<file path="src/rtl/core/pud_pkg.sv">
// Shared types and constants for the permutation unrank decoder.
// No dependencies; every other file of the block imports this package.
`default_nettype none

package pud_pkg;

    // Fixed widths of the channel fields.
    localparam int RANK_W  = 62;
    localparam int COUNT_W = 5;
    localparam int FIELD_W = 5;

    // Width of one mixed-radix digit held by a conversion cell (radix up to 20).
    localparam int DIGIT_W = 5;

    // Link between two neighboring conversion cells: a qualified carry bit.
    typedef struct packed {
        logic valid;
        logic carry;
    } t_cell_link;

    typedef enum logic [2:0] {
        ST_IDLE,
        ST_CONVERT,
        ST_READ,
        ST_WRITE,
        ST_EMIT
    } t_state;

endpackage

`default_nettype wire

</file>
<file path="src/rtl/core/pud_if.sv">
// Channel interfaces of the permutation unrank decoder: request and result streams.
// Depends on pud_pkg for the field widths.
`default_nettype none

interface pud_in_if
    import pud_pkg::*;
();
    logic               valid;
    logic               ready;
    logic [RANK_W-1:0]  rank;
    logic [COUNT_W-1:0] count;

    modport source (output valid, output rank, output count, input ready);
    modport sink   (input valid, input rank, input count, output ready);
endinterface

interface pud_out_if
    import pud_pkg::*;
();
    logic               valid;
    logic               ready;
    logic [FIELD_W-1:0] position;
    logic [FIELD_W-1:0] element;
    logic               last;

    modport source (output valid, output position, output element, output last, input ready);
    modport sink   (input valid, input position, input element, input last, output ready);
endinterface

`default_nettype wire

</file>
<file path="src/rtl/core/pud_cell.sv">
// One mixed-radix conversion cell: holds a single digit and doubles it each cycle its input link is valid.
// Depends on pud_pkg for the digit width and the cell link type.
`default_nettype none

module pud_cell
    import pud_pkg::*;
#(
    parameter int RADIX = 2
) (
    input  logic               i_clk,
    input  logic               i_rst_n,
    input  logic               i_clear,
    input  t_cell_link         i_link,
    output t_cell_link         o_link,
    output logic [DIGIT_W-1:0] o_digit
);

    localparam logic [DIGIT_W:0] RADIX_V = (DIGIT_W + 1)'(RADIX);

    logic [DIGIT_W-1:0] r_digit;
    logic [DIGIT_W-1:0] n_digit;
    t_cell_link         r_link;
    t_cell_link         n_link;
    logic [DIGIT_W:0]   w_sum;

    // Doubling a digit and adding a carry stays below twice the radix, so a
    // single compare and subtract reduces it and the carry out is one bit.
    always_comb begin
        w_sum        = {r_digit, i_link.carry};
        n_link.valid = i_link.valid;
        n_link.carry = 1'b0;
        n_digit      = r_digit;
        if (i_link.valid) begin
            if (w_sum >= RADIX_V) begin
                n_digit      = DIGIT_W'(w_sum - RADIX_V);
                n_link.carry = 1'b1;
            end else begin
                n_digit = w_sum[DIGIT_W-1:0];
            end
        end
    end

    always_ff @(posedge i_clk) begin
        if (i_clear) begin
            r_digit <= '0;
        end else begin
            r_digit <= n_digit;
        end
    end

    always_ff @(posedge i_clk) begin
        if (!i_rst_n) begin
            r_link <= '0;
        end else begin
            r_link <= n_link;
        end
    end

    assign o_link  = r_link;
    assign o_digit = r_digit;

endmodule

`default_nettype wire

</file>
<file path="src/rtl/core/pud_digit_chain.sv">
// Row of conversion cells that turns a bit-serial rank into factoradic digits.
// Depends on pud_pkg and pud_cell.
`default_nettype none

module pud_digit_chain
    import pud_pkg::*;
#(
    parameter int MAX_ELEMENTS = 20
) (
    input  logic               i_clk,
    input  logic               i_rst_n,
    input  logic               i_clear,
    input  t_cell_link         i_link,
    output t_cell_link         o_tail,
    output logic [DIGIT_W-1:0] o_digits [MAX_ELEMENTS]
);

    // w_link[k] feeds the cell of radix k+1; the last entry is the tail.
    t_cell_link w_link [1:MAX_ELEMENTS];

    assign w_link[1]   = i_link;
    assign o_digits[0] = '0;

    for (genvar k = 1; k < MAX_ELEMENTS; k++) begin : g_cell
        pud_cell #(
            .RADIX (k + 1)
        ) u_cell (
            .i_clk   (i_clk),
            .i_rst_n (i_rst_n),
            .i_clear (i_clear),
            .i_link  (w_link[k]),
            .o_link  (w_link[k+1]),
            .o_digit (o_digits[k])
        );
    end

    assign o_tail = w_link[MAX_ELEMENTS];

endmodule

`default_nettype wire

</file>
<file path="src/rtl/core/permutation_unrank_decoder_core.sv">
// Permutation unrank decoder. A request transaction carries a rank and an element
// count (values above MAX_ELEMENTS act as MAX_ELEMENTS); the block answers with one
// result transaction per element, positions 0 to count-1 in order, the final one
// with last set, and a count of zero yields no result at all. Only rank modulo
// count! matters. One request is in work at a time: after acceptance the rank is
// shifted MSB first into a row of MAX_ELEMENTS-1 digit cells at one bit per cycle;
// the Fisher-Yates replay then reads and writes the pool memory for each element,
// and the results leave at one per cycle while the sink is ready. Depends on
// pud_pkg, pud_if and pud_digit_chain.
`default_nettype none

module permutation_unrank_decoder_core
    import pud_pkg::*;
#(
    parameter int MAX_ELEMENTS = 20
) (
    input  logic          i_clk,
    input  logic          i_rst_n,
    pud_in_if.sink        i_req,
    pud_out_if.source     o_rsp
);

    localparam int IDX_W  = $clog2(MAX_ELEMENTS);
    localparam int CNT_W  = $clog2(MAX_ELEMENTS + 1);
    localparam int FEED_W = $clog2(RANK_W + 1);

    // Control state.
    t_state             r_state;
    t_state             n_state;
    logic [FEED_W-1:0]  r_feed_cnt;
    logic [IDX_W-1:0]   r_step;
    logic [IDX_W-1:0]   r_pos;
    logic [CNT_W-1:0]   r_count;
    logic               r_sel_valid;
    logic               r_top_valid;
    logic [MAX_ELEMENTS-1:0] r_pool_valid;

    // Payload registers.
    logic [RANK_W-1:0]  r_rank_sh;
    logic [IDX_W-1:0]   r_sel_addr;
    logic [IDX_W-1:0]   r_rd_sel;
    logic [IDX_W-1:0]   r_rd_top;
    logic [IDX_W-1:0]   r_res [MAX_ELEMENTS];

    // The pool memory: one write port, two registered read ports. An entry whose
    // valid bit is clear is read as its own index.
    logic [IDX_W-1:0]   mem_pool [MAX_ELEMENTS];

    logic               w_in_acc;
    logic               w_out_acc;
    logic               w_last;
    logic               w_feeding;
    logic [CNT_W-1:0]   w_count_sat;
    logic [IDX_W-1:0]   w_sel_addr;
    logic [IDX_W-1:0]   w_elem;
    logic [IDX_W-1:0]   w_top;
    t_cell_link         w_feed;
    t_cell_link         w_tail;
    logic [DIGIT_W-1:0] w_digits [MAX_ELEMENTS];

    assign w_in_acc  = i_req.valid && i_req.ready;
    assign w_out_acc = o_rsp.valid && o_rsp.ready;

    // Counts above the row length act as the full row.
    assign w_count_sat = (i_req.count > COUNT_W'(MAX_ELEMENTS)) ?
                         CNT_W'(MAX_ELEMENTS) : i_req.count[CNT_W-1:0];

    // The rank enters the chain most significant bit first; each cell doubles
    // its digit and adds the carry of its lower neighbor, so after all bits
    // have rippled through, cell k holds (rank / k!) mod (k+1). The carry out
    // of the top cell is dropped, which keeps the value modulo MAX_ELEMENTS!.
    assign w_feeding    = (r_state == ST_CONVERT) && (r_feed_cnt != FEED_W'(RANK_W));
    assign w_feed.valid = w_feeding;
    assign w_feed.carry = r_rank_sh[RANK_W-1];

    pud_digit_chain #(
        .MAX_ELEMENTS (MAX_ELEMENTS)
    ) u_chain (
        .i_clk    (i_clk),
        .i_rst_n  (i_rst_n),
        .i_clear  (w_in_acc),
        .i_link   (w_feed),
        .o_tail   (w_tail),
        .o_digits (w_digits)
    );

    // A digit never exceeds its index, so it fits the pool address.
    assign w_sel_addr = w_digits[r_step][IDX_W-1:0];

    // Fisher-Yates replay: element i takes pool[digit i], and that slot then
    // takes pool[i]. Unwritten slots read as their own index.
    assign w_elem = r_sel_valid ? r_rd_sel : r_sel_addr;
    assign w_top  = r_top_valid ? r_rd_top : r_step;

    assign w_last = (CNT_W'(r_pos) == (r_count - CNT_W'(1)));

    // Next state.
    always_comb begin
        n_state = r_state;
        unique case (r_state)
            ST_IDLE: begin
                if (w_in_acc && (i_req.count != '0)) begin
                    n_state = ST_CONVERT;
                end
            end
            ST_CONVERT: begin
                // The tail link drops once the top cell has taken the last bit.
                if (!w_feeding && !w_tail.valid) begin
                    n_state = ST_READ;
                end
            end
            ST_READ: begin
                n_state = ST_WRITE;
            end
            ST_WRITE: begin
                if (r_step == '0) begin
                    n_state = ST_EMIT;
                end else begin
                    n_state = ST_READ;
                end
            end
            ST_EMIT: begin
                if (w_out_acc && w_last) begin
                    n_state = ST_IDLE;
                end
            end
            default: begin
                n_state = ST_IDLE;
            end
        endcase
    end

    // Handshake and result outputs.
    always_comb begin
        i_req.ready    = (r_state == ST_IDLE);
        o_rsp.valid    = (r_state == ST_EMIT);
        o_rsp.position = FIELD_W'(r_pos);
        o_rsp.element  = FIELD_W'(r_res[r_pos]);
        o_rsp.last     = w_last;
    end

    always_ff @(posedge i_clk) begin
        if (!i_rst_n) begin
            r_state      <= ST_IDLE;
            r_feed_cnt   <= '0;
            r_step       <= '0;
            r_pos        <= '0;
            r_count      <= '0;
            r_sel_valid  <= 1'b0;
            r_top_valid  <= 1'b0;
            r_pool_valid <= '0;
        end else begin
            r_state <= n_state;
            if (w_in_acc) begin
                r_feed_cnt   <= '0;
                r_count      <= w_count_sat;
                r_step       <= IDX_W'(w_count_sat - CNT_W'(1));
                r_pos        <= '0;
                r_pool_valid <= '0;
            end
            if (w_feeding) begin
                r_feed_cnt <= r_feed_cnt + FEED_W'(1);
            end
            if (r_state == ST_READ) begin
                r_sel_valid <= r_pool_valid[w_sel_addr];
                r_top_valid <= r_pool_valid[r_step];
            end
            if (r_state == ST_WRITE) begin
                r_pool_valid[r_sel_addr] <= 1'b1;
                if (r_step != '0) begin
                    r_step <= r_step - IDX_W'(1);
                end
            end
            if (w_out_acc && !w_last) begin
                r_pos <= r_pos + IDX_W'(1);
            end
        end
    end

    always_ff @(posedge i_clk) begin
        if (w_in_acc) begin
            r_rank_sh <= i_req.rank;
        end else if (w_feeding) begin
            r_rank_sh <= {r_rank_sh[RANK_W-2:0], 1'b0};
        end
    end

    always_ff @(posedge i_clk) begin
        if (r_state == ST_READ) begin
            r_sel_addr <= w_sel_addr;
            r_rd_sel   <= mem_pool[w_sel_addr];
            r_rd_top   <= mem_pool[r_step];
        end
        if (r_state == ST_WRITE) begin
            mem_pool[r_sel_addr] <= w_top;
        end
    end

    always_ff @(posedge i_clk) begin
        if (r_state == ST_WRITE) begin
            r_res[r_step] <= w_elem;
        end
    end

endmodule

`default_nettype wire

</file>
<file path="src/flat_wrapper.sv">
// flat-port wrapper written by rule: the top's interface ports become plain ports
module permutation_unrank_decoder_core_flat import pud_pkg::*;
#(
    parameter int MAX_ELEMENTS = 20
)
  (i_clk, i_rst_n, i_req_valid, i_req_rank, i_req_count, i_req_ready, o_rsp_valid, o_rsp_position, o_rsp_element, o_rsp_last, o_rsp_ready);
  pud_in_if i_req_i ();
  pud_out_if o_rsp_i ();
  input  logic i_clk;
  input  logic i_rst_n;
  input wire logic [$bits(i_req_i.valid)-1:0] i_req_valid;
  input wire logic [$bits(i_req_i.rank)-1:0] i_req_rank;
  input wire logic [$bits(i_req_i.count)-1:0] i_req_count;
  output wire logic [$bits(i_req_i.ready)-1:0] i_req_ready;
  output wire logic [$bits(o_rsp_i.valid)-1:0] o_rsp_valid;
  output wire logic [$bits(o_rsp_i.position)-1:0] o_rsp_position;
  output wire logic [$bits(o_rsp_i.element)-1:0] o_rsp_element;
  output wire logic [$bits(o_rsp_i.last)-1:0] o_rsp_last;
  input wire logic [$bits(o_rsp_i.ready)-1:0] o_rsp_ready;
  assign i_req_i.valid = i_req_valid;
  assign i_req_i.rank = i_req_rank;
  assign i_req_i.count = i_req_count;
  assign i_req_ready = i_req_i.ready;
  assign o_rsp_valid = o_rsp_i.valid;
  assign o_rsp_position = o_rsp_i.position;
  assign o_rsp_element = o_rsp_i.element;
  assign o_rsp_last = o_rsp_i.last;
  assign o_rsp_i.ready = o_rsp_ready;
  permutation_unrank_decoder_core #(.MAX_ELEMENTS(MAX_ELEMENTS)) u_core (.i_clk(i_clk), .i_rst_n(i_rst_n), .i_req(i_req_i), .o_rsp(o_rsp_i));
endmodule
</file>
<file path="config.mk">
export PLATFORM = sky130hd
export DESIGN_NAME = permutation_unrank_decoder_core_flat
export DESIGN_NICKNAME = d
export VERILOG_FILES = /design/src/rtl/core/pud_pkg.sv /design/src/rtl/core/pud_if.sv /design/src/rtl/core/pud_cell.sv /design/src/rtl/core/pud_digit_chain.sv /design/src/rtl/core/permutation_unrank_decoder_core.sv /design/src/flat_wrapper.sv
export SDC_FILE = /design/constraint.sdc
export NUM_CORES = 1
export LEC_CHECK = 0
export BUFFER_PORTS_ARGS = -buffer_cell sky130_fd_sc_hd__buf_2
export CAP_MARGIN = 5
export CORE_UTILIZATION = 25
export CTS_CLUSTER_DIAMETER = 40
export DETAILED_ROUTE_END_ITERATION = 12
export PLACE_DENSITY = 0.49
export SLEW_MARGIN = 40
export SYNTH_ARGS = -nofsm -noshare
export SYNTH_HDL_FRONTEND = slang
export SYNTH_SLANG_ARGS = --single-unit
</file>
<file path="constraint.sdc">
create_clock -name i_clk -period 3.7 [get_ports i_clk]
set_input_delay 0.74 -clock i_clk [delete_from_list [all_inputs] [get_ports i_clk]]
set_output_delay 0.74 -clock i_clk [all_outputs]
set_load 0.05 [all_outputs]
</file>
### Word level (Yosys, flattened, before mapping)

Memory sizes are Yosys's and may differ from the RTL's. A register that Yosys moved wholly into a read port is not among the register bits.
Cells that the tools add are included.

* bits in registers: 245
* memory bits (writable): 200
* input bits: 71
* output and inout bits: 13
* word-level logic and storage cells: 234
* memories: 2

* add/subtract/negate cells: 24
* $lt $le $gt $ge: 25
* equal/unequal tests: 9
* muxes and demuxes: 70
* bitwise operators: 2
* reductions and logical operators: 36

Memory list
* u_core.mem_pool: depth 20, width 5, rd ports 2, clocked after Yosys merged registers in 2, write ports 1, line permutation_unrank_decoder_core.sv:47 `logic [IDX_W-1:0] mem_pool [MAX_ELEMENTS];`
* u_core.r_res: depth 20, width 5, rd ports 1, clocked after Yosys merged registers in 1, write ports 1, line permutation_unrank_decoder_core.sv:43 `logic [IDX_W-1:0] r_res [MAX_ELEMENTS];`

Operator list (number)
* $mux W5: 31
* $mux W62: 2
* $mux W20: 3
* $ge A6 B4 Y1 const B: 8
* $sub A5 B4 Y5 const B: 8
* $reduce_and A2 Y1: 18
* $ge A6 B5 Y1 const B: 5
* $bmux W5 S5: 1
* $sub A5 B5 Y5 const B: 5
* $ge A6 B3 Y1 const B: 4
* $mux W1: 23
* $or A20 B20 Y20: 1
* $sub A5 B3 Y5 const B: 4
* $lt A5 B6 Y1 const B: 3
* $pmux W3 S5: 1
* $sub A5 B1 Y5 const B: 3
* $ge A6 B2 Y1 const B: 2
* $mux W3: 4
* $mux W6: 2
* $bmux W1 S5: 2
* $reduce_bool A5 Y1: 2
* $sub A5 B2 Y5 const B: 2
* $logic_and A1 B1 Y1: 8
* $add A6 B1 Y6 const B: 1
* other kinds (17): 23

### Logic depth before layout (Yosys ltp)

* depth after elaboration: 7
* depth in mapped cells: 13
* mapped depth without buffers: 10

### Hierarchy

Synthesis repeated with hierarchy kept, for this count alone.

* cell total of the unflattened synthesis: 1816
* area, all modules: 21864.7 um2

By module, submodules not included
* permutation_unrank_decoder_core: times used 1, cells each 1116, area an instance 15329.7 um2
* pud_cell at u_core.u_chain.g_cell[8].u_cell: times used 1, cells each 49, area an instance 424.2 um2
* pud_cell at u_core.u_chain.g_cell[4].u_cell: times used 1, cells each 44, area an instance 417.9 um2
* pud_cell at u_core.u_chain.g_cell[16].u_cell: times used 1, cells each 47, area an instance 400.4 um2
* pud_cell at u_core.u_chain.g_cell[18].u_cell: times used 1, cells each 43, area an instance 381.6 um2
* pud_cell at u_core.u_chain.g_cell[12].u_cell: times used 1, cells each 41, area an instance 370.4 um2
* pud_cell at u_core.u_chain.g_cell[5].u_cell: times used 1, cells each 35, area an instance 359.1 um2
* pud_cell at u_core.u_chain.g_cell[10].u_cell: times used 1, cells each 41, area an instance 352.8 um2
* pud_cell at u_core.u_chain.g_cell[14].u_cell: times used 1, cells each 38, area an instance 351.6 um2
* pud_cell at u_core.u_chain.g_cell[17].u_cell: times used 1, cells each 39, area an instance 347.8 um2
* pud_cell at u_core.u_chain.g_cell[19].u_cell: times used 1, cells each 36, area an instance 347.8 um2
* pud_cell at u_core.u_chain.g_cell[6].u_cell: times used 1, cells each 33, area an instance 344.1 um2
* pud_cell at u_core.u_chain.g_cell[9].u_cell: times used 1, cells each 39, area an instance 340.3 um2
* pud_cell at u_core.u_chain.g_cell[2].u_cell: times used 1, cells each 38, area an instance 339.1 um2
* 7 more rows

### Worst setup path before layout

OpenSTA, ideal clock, no wires.

* kind: register -> register
* from: register u_core.r_state[1]
* to: register u_core.r_rank_sh[0], enable pin
* setup time: 416 ps
* arrival: 3184 ps
* required time: 3284 ps
* slack: 100 ps
* cell stages (with the launch flop): 6
* buffers on the path: 1
* path through: dfxtp_1 -> clkbuf_1 -> nor3_1 -> and2_1 -> nor2_1 -> inv_1

* cells in the longest elaborated chain, start to end: 3
* elaborated cells between the ends (all ways): 5
* those cells by class: eq/ne (1); reduce/logical (4)

Ends and longest elaborated chain
* start: declaration: line permutation_unrank_decoder_core.sv:28 `t_state r_state;`
* start signal: assignment: line permutation_unrank_decoder_core.sv:153 `r_state <= n_state;`
* $logic_not A3 Y1: line permutation_unrank_decoder_core.sv:135 `i_req.ready = (r_state == ST_IDLE);`
* named net i_req_ready: line flat_wrapper.sv:14 `output wire logic [$bits(i_req_i.ready)-1:0] i_req_ready;`
* $logic_and A1 B1 Y1: line permutation_unrank_decoder_core.sv:61 `assign w_in_acc = i_req.valid && i_req.ready;`
* $reduce_bool A2 Y1 (no line)
* end signal: assignment: line permutation_unrank_decoder_core.sv:182 `r_rank_sh <= i_req.rank;`
* end signal: assignment: line permutation_unrank_decoder_core.sv:184 `r_rank_sh <= {r_rank_sh[RANK_W-2:0], 1'b0};`
* end: declaration: line permutation_unrank_decoder_core.sv:39 `logic [RANK_W-1:0] r_rank_sh;`

The timed path passes the listed nets, and every way through them passes these cells.
A chain may end at the register's enable or synchronous reset.

==> implementation parameters <==
Parameter                              Value

Status
  Status    completed

Pwr
  Clk pwr share    50.6%
  Sw frac    around a quarter
  Switching Power    3700 µW
  Sequential fraction of design power    40.5%
  Pint    10700 µW
  Leak pwr    about 0.0088 µW
  Combinational fraction of design power    8.9%
  Worst supply voltage drop on vdd    between 0.2 and 0.3 mV
  Cell Pwr Density    569 nW/µm²

Clock tree
  Max Root-Sink Buffers    3
  Root buffer cell    sky130_fd_sc_hd__clkbuf_16
  Cts bufs inserted    ~80
  Clock net sink count    460
  Clock tree from TritonCTS    built
  Worst skew pair latency    0.61 ns
  # H-tree levels    3
  Clock transition at the registers of the reported paths    0.06 ns

Yosys
  Top area cells in the synthesized netlist    sky130_fd_sc_hd__edfxtp_1, sky130_fd_sc_hd__dfxtp_1, sky130_fd_sc_hd__mux4_2
  Avg Synthesized Cell Area    roughly 11 µm²
  Count leader, synth    sky130_fd_sc_hd__nand2_1
  Number of instances in the synthesized netlist    ~1.8k
  Synthesis Warnings    0
  Number of nets produced by synthesis    around 1.9k
  Combined area of all synthesized cells    around 21000 µm²
  Top-area cell type share of the netlist area    39.4%
  Count of different cell masters after synthesis    70
  Most common library cells after synthesis    sky130_fd_sc_hd__nand2_1, sky130_fd_sc_hd__edfxtp_1, sky130_fd_sc_hd__dfxtp_1, sky130_fd_sc_hd__nor2_1, sky130_fd_sc_hd__a21oi_1
  Top flip-flop cell by instance count after synthesis    sky130_fd_sc_hd__edfxtp_1
  Largest area contributor in the synthesized netlist    sky130_fd_sc_hd__edfxtp_1
  Number of synthesized register bits    460
  Fraction of the yosys area taken by sequential cells    56.7%
  Proportion of synthesized flip-flops having asynchronous set or reset    0%
  Number of enable-type register cells in the synthesized netlist    277

Worst setup path
  CP Data Arrival Time    2.78 ns
  Series of cell instances along the critical path    buf_6 -> mux4_2 -> mux4_2 -> mux2_2 -> buf_2
  Slowest cell on the critical path    sky130_fd_sc_hd__mux4_2
  Combined buffer and inverter count along the critical path    2
  Worst EP required    2.96 ns
  Slowest Stage Delay on Critical Path    0.57 ns
  Most common cell type on the critical path    sky130_fd_sc_hd__mux4_2
  Delay-heaviest family, CP    multiplexers
  CP endpoint kind    output pin
  Critical Setup Path Class    register to output pin
  Startpoint kind of the worst setup timing path    register
  Maximum fanout encountered on the critical timing path    21

GRT
  Initial antenna violation count    3
  Largest net degree at the start of global routing    164
  Vias in the first global route    14.3k
  Total grt overflow    0
  Global-route usage over all layers    about an eighth
  Global-route wire length before repair    84100 µm

Job
  Max Cap Viol    0

Detailed routing
  Count of unresolved DRC violations after routing    0
  Number of detailed-routing iterations run before antenna repair    6
  Routed via count divided by cell count    4.63
  Total wire length after detailed routing    ~54000 µm
  Detailed-route wire length per cell    roughly 17 µm
  Count of vias placed by the detailed router    14.4k
  Post-route ant nets    0
  DRT iter0 DRCs    1129

Place
  PortBufs    slightly above 80
  HPWL after DPL    36800 µm
  RePlAce Congestion    0.848

Timing
  Hold_ws    about 0.39 ns
  Clock period minus worst slack    3.52 ns
  Worst Max-Slew Pin Slew    0.904 ns
  Achievable clock frequency    284 MHz
  Setup repair after global routing missed its margin    false
  Setup skew after layout    between 0.02 and 0.03 ns
  Post-route clock period utilization    95.0%
  Final setup fails    0
  Setup Total Neg Slack    0 ns
  Final-report max-slew violation count    0
  Worst slew slack as a fraction of its limit    39.7%
  Final-report hold violation count    0

Die
  Placeable core region    83700 µm²
  Initial Utilization    approximately 25%
  # rows    about 110
  Die Wd    293 µm
  Overall die height    293 µm
  Ports    84
  Overall die area    85700 µm²

Cells and area
  Fraction of layout instances using a drive strength above 1    between 10% and 20%
  Count of nets after finishing    2025
  Area grow syn2layout    20.1%

Worst hold path
  Min-Delay Path Class    primary input to register
[flip-flops by register name, summed over array words and instances, names as in the netlist, 6 cells and up, named ones only]
name,cells
u_core.mem_pool,100
u_core.u_chain.g_cell.u_cell.o_link,37
u_core.r_res,100
u_core.r_feed_cnt,6
u_core.r_pool_valid,20
u_core.r_rank_sh,62
u_core.u_chain.g_cell.u_cell.o_digit,95
[layer usage]
layer / vias up / share of wire, % / global-route usage (%)
met5: - / 0.041 / 0
met4: 4 / 2.9 / 4.33
met3: 106 / 6.6 / 2.84
met2: 496 / 45 / 19.6
met1: 7001 / 45 / 16.9
li1: 6833 / - / -
[final cells by class]
type	instances	area, µm²
fillers	8446	58300
flip-flops and latches	460	12000
multi-input cells	1233	8460
clock buffers	95	2170
well taps	1134	1420
repair buffers	109	654
clock inverters	49	538
inverters	38	150
diodes	1	2.50
[cell families (layout without fill, tap and decap cells)]
| group | Yosys count | after routing | share of synthesized area [%] |
|---|---|---|---|
| compound gates | 268 | 268 | 8.22 |
| xor+xnor | 47 | 47 | 1.95 |
| fa+ha+maj | 33 | 33 | 1.95 |
| buf+inv | 145 | 291 | 3.49 |
| flops | 460 | 460 | 56.7 |
| mux | 171 | 171 | 12.7 |
| other cells | 0 | 1 | 0 |
| simple gates | 714 | 714 | 15.0 |
[worst min-delay path: stages]
cell and delay (ns):
sky130_fd_sc_hd__buf_2 0.07, sky130_fd_sc_hd__nand2_1 0.04, sky130_fd_sc_hd__nand2_1 0.05
[metrics by stage]
stage          worst slack, ns  utilization (%)  power, µW  instances  instance area [µm²]
2_1_floorplan           0.0997                -       6850       1838                21100
3_3_place_gp             0.531             27.0       7200       2973                22600
3_5_place_dp             0.575             27.1       7240       2974                22700
4_1_cts                0.00376             30.3      14600       3118                25400
5_1_grt                 0.0506             30.3      15000       3119                25400
6_report                 0.184             30.3      14400       3119                25400
[what timing repair did]
item	in CTS	in global routing
resized for setup	0	1
hold buffers	0	0
endpoints found under the setup margin	0	4
setup buffers	0	0
[power by group through the flow]
stage / combinational (µW) / sequential [µW] / clock (µW)
5_1_grt: 1420 / 5870 / 7710
4_1_cts: 1290 / 5850 / 7490
6_report: 1290 / 5850 / 7310
3_3_place_gp: 1250 / 5950 / 0
2_1_floorplan: 968 / 5880 / 0
3_5_place_dp: 1290 / 5950 / 0
[worst paths after layout]
kind / start / endpoint / slack (ns) / depth (start not counted)
worst max-delay path: register / o_rsp_element[4] / 0.18 / 5
worst min-delay path: i_req_rank[14] / u_core.r_rank_sh[14] / 0.39 / 3
worst max register to register: u_core.r_step[1] / u_core.r_rd_sel[1] / 0.54 / 10
worst min register to register: u_core.u_chain.g_cell[8].u_cell.o_link[0] / u_core.u_chain.g_cell[9].u_cell.o_digit[0] / 0.47 / 2
[cells in the final DEF (no fill, tap or decap), drive strengths merged, types with 30 or more instances in the layout]
cell      n
nand2   352
edfxtp  277
dfxtp   183
nor2    168
buf     109
a21oi   105
clkbuf   95
mux2i    79
mux4     77
inv      52
nor2b    49
o21ai    43
nand3    38
xnor2    38
ha       33
and2     30
Power figures use the tool's default switching activity.
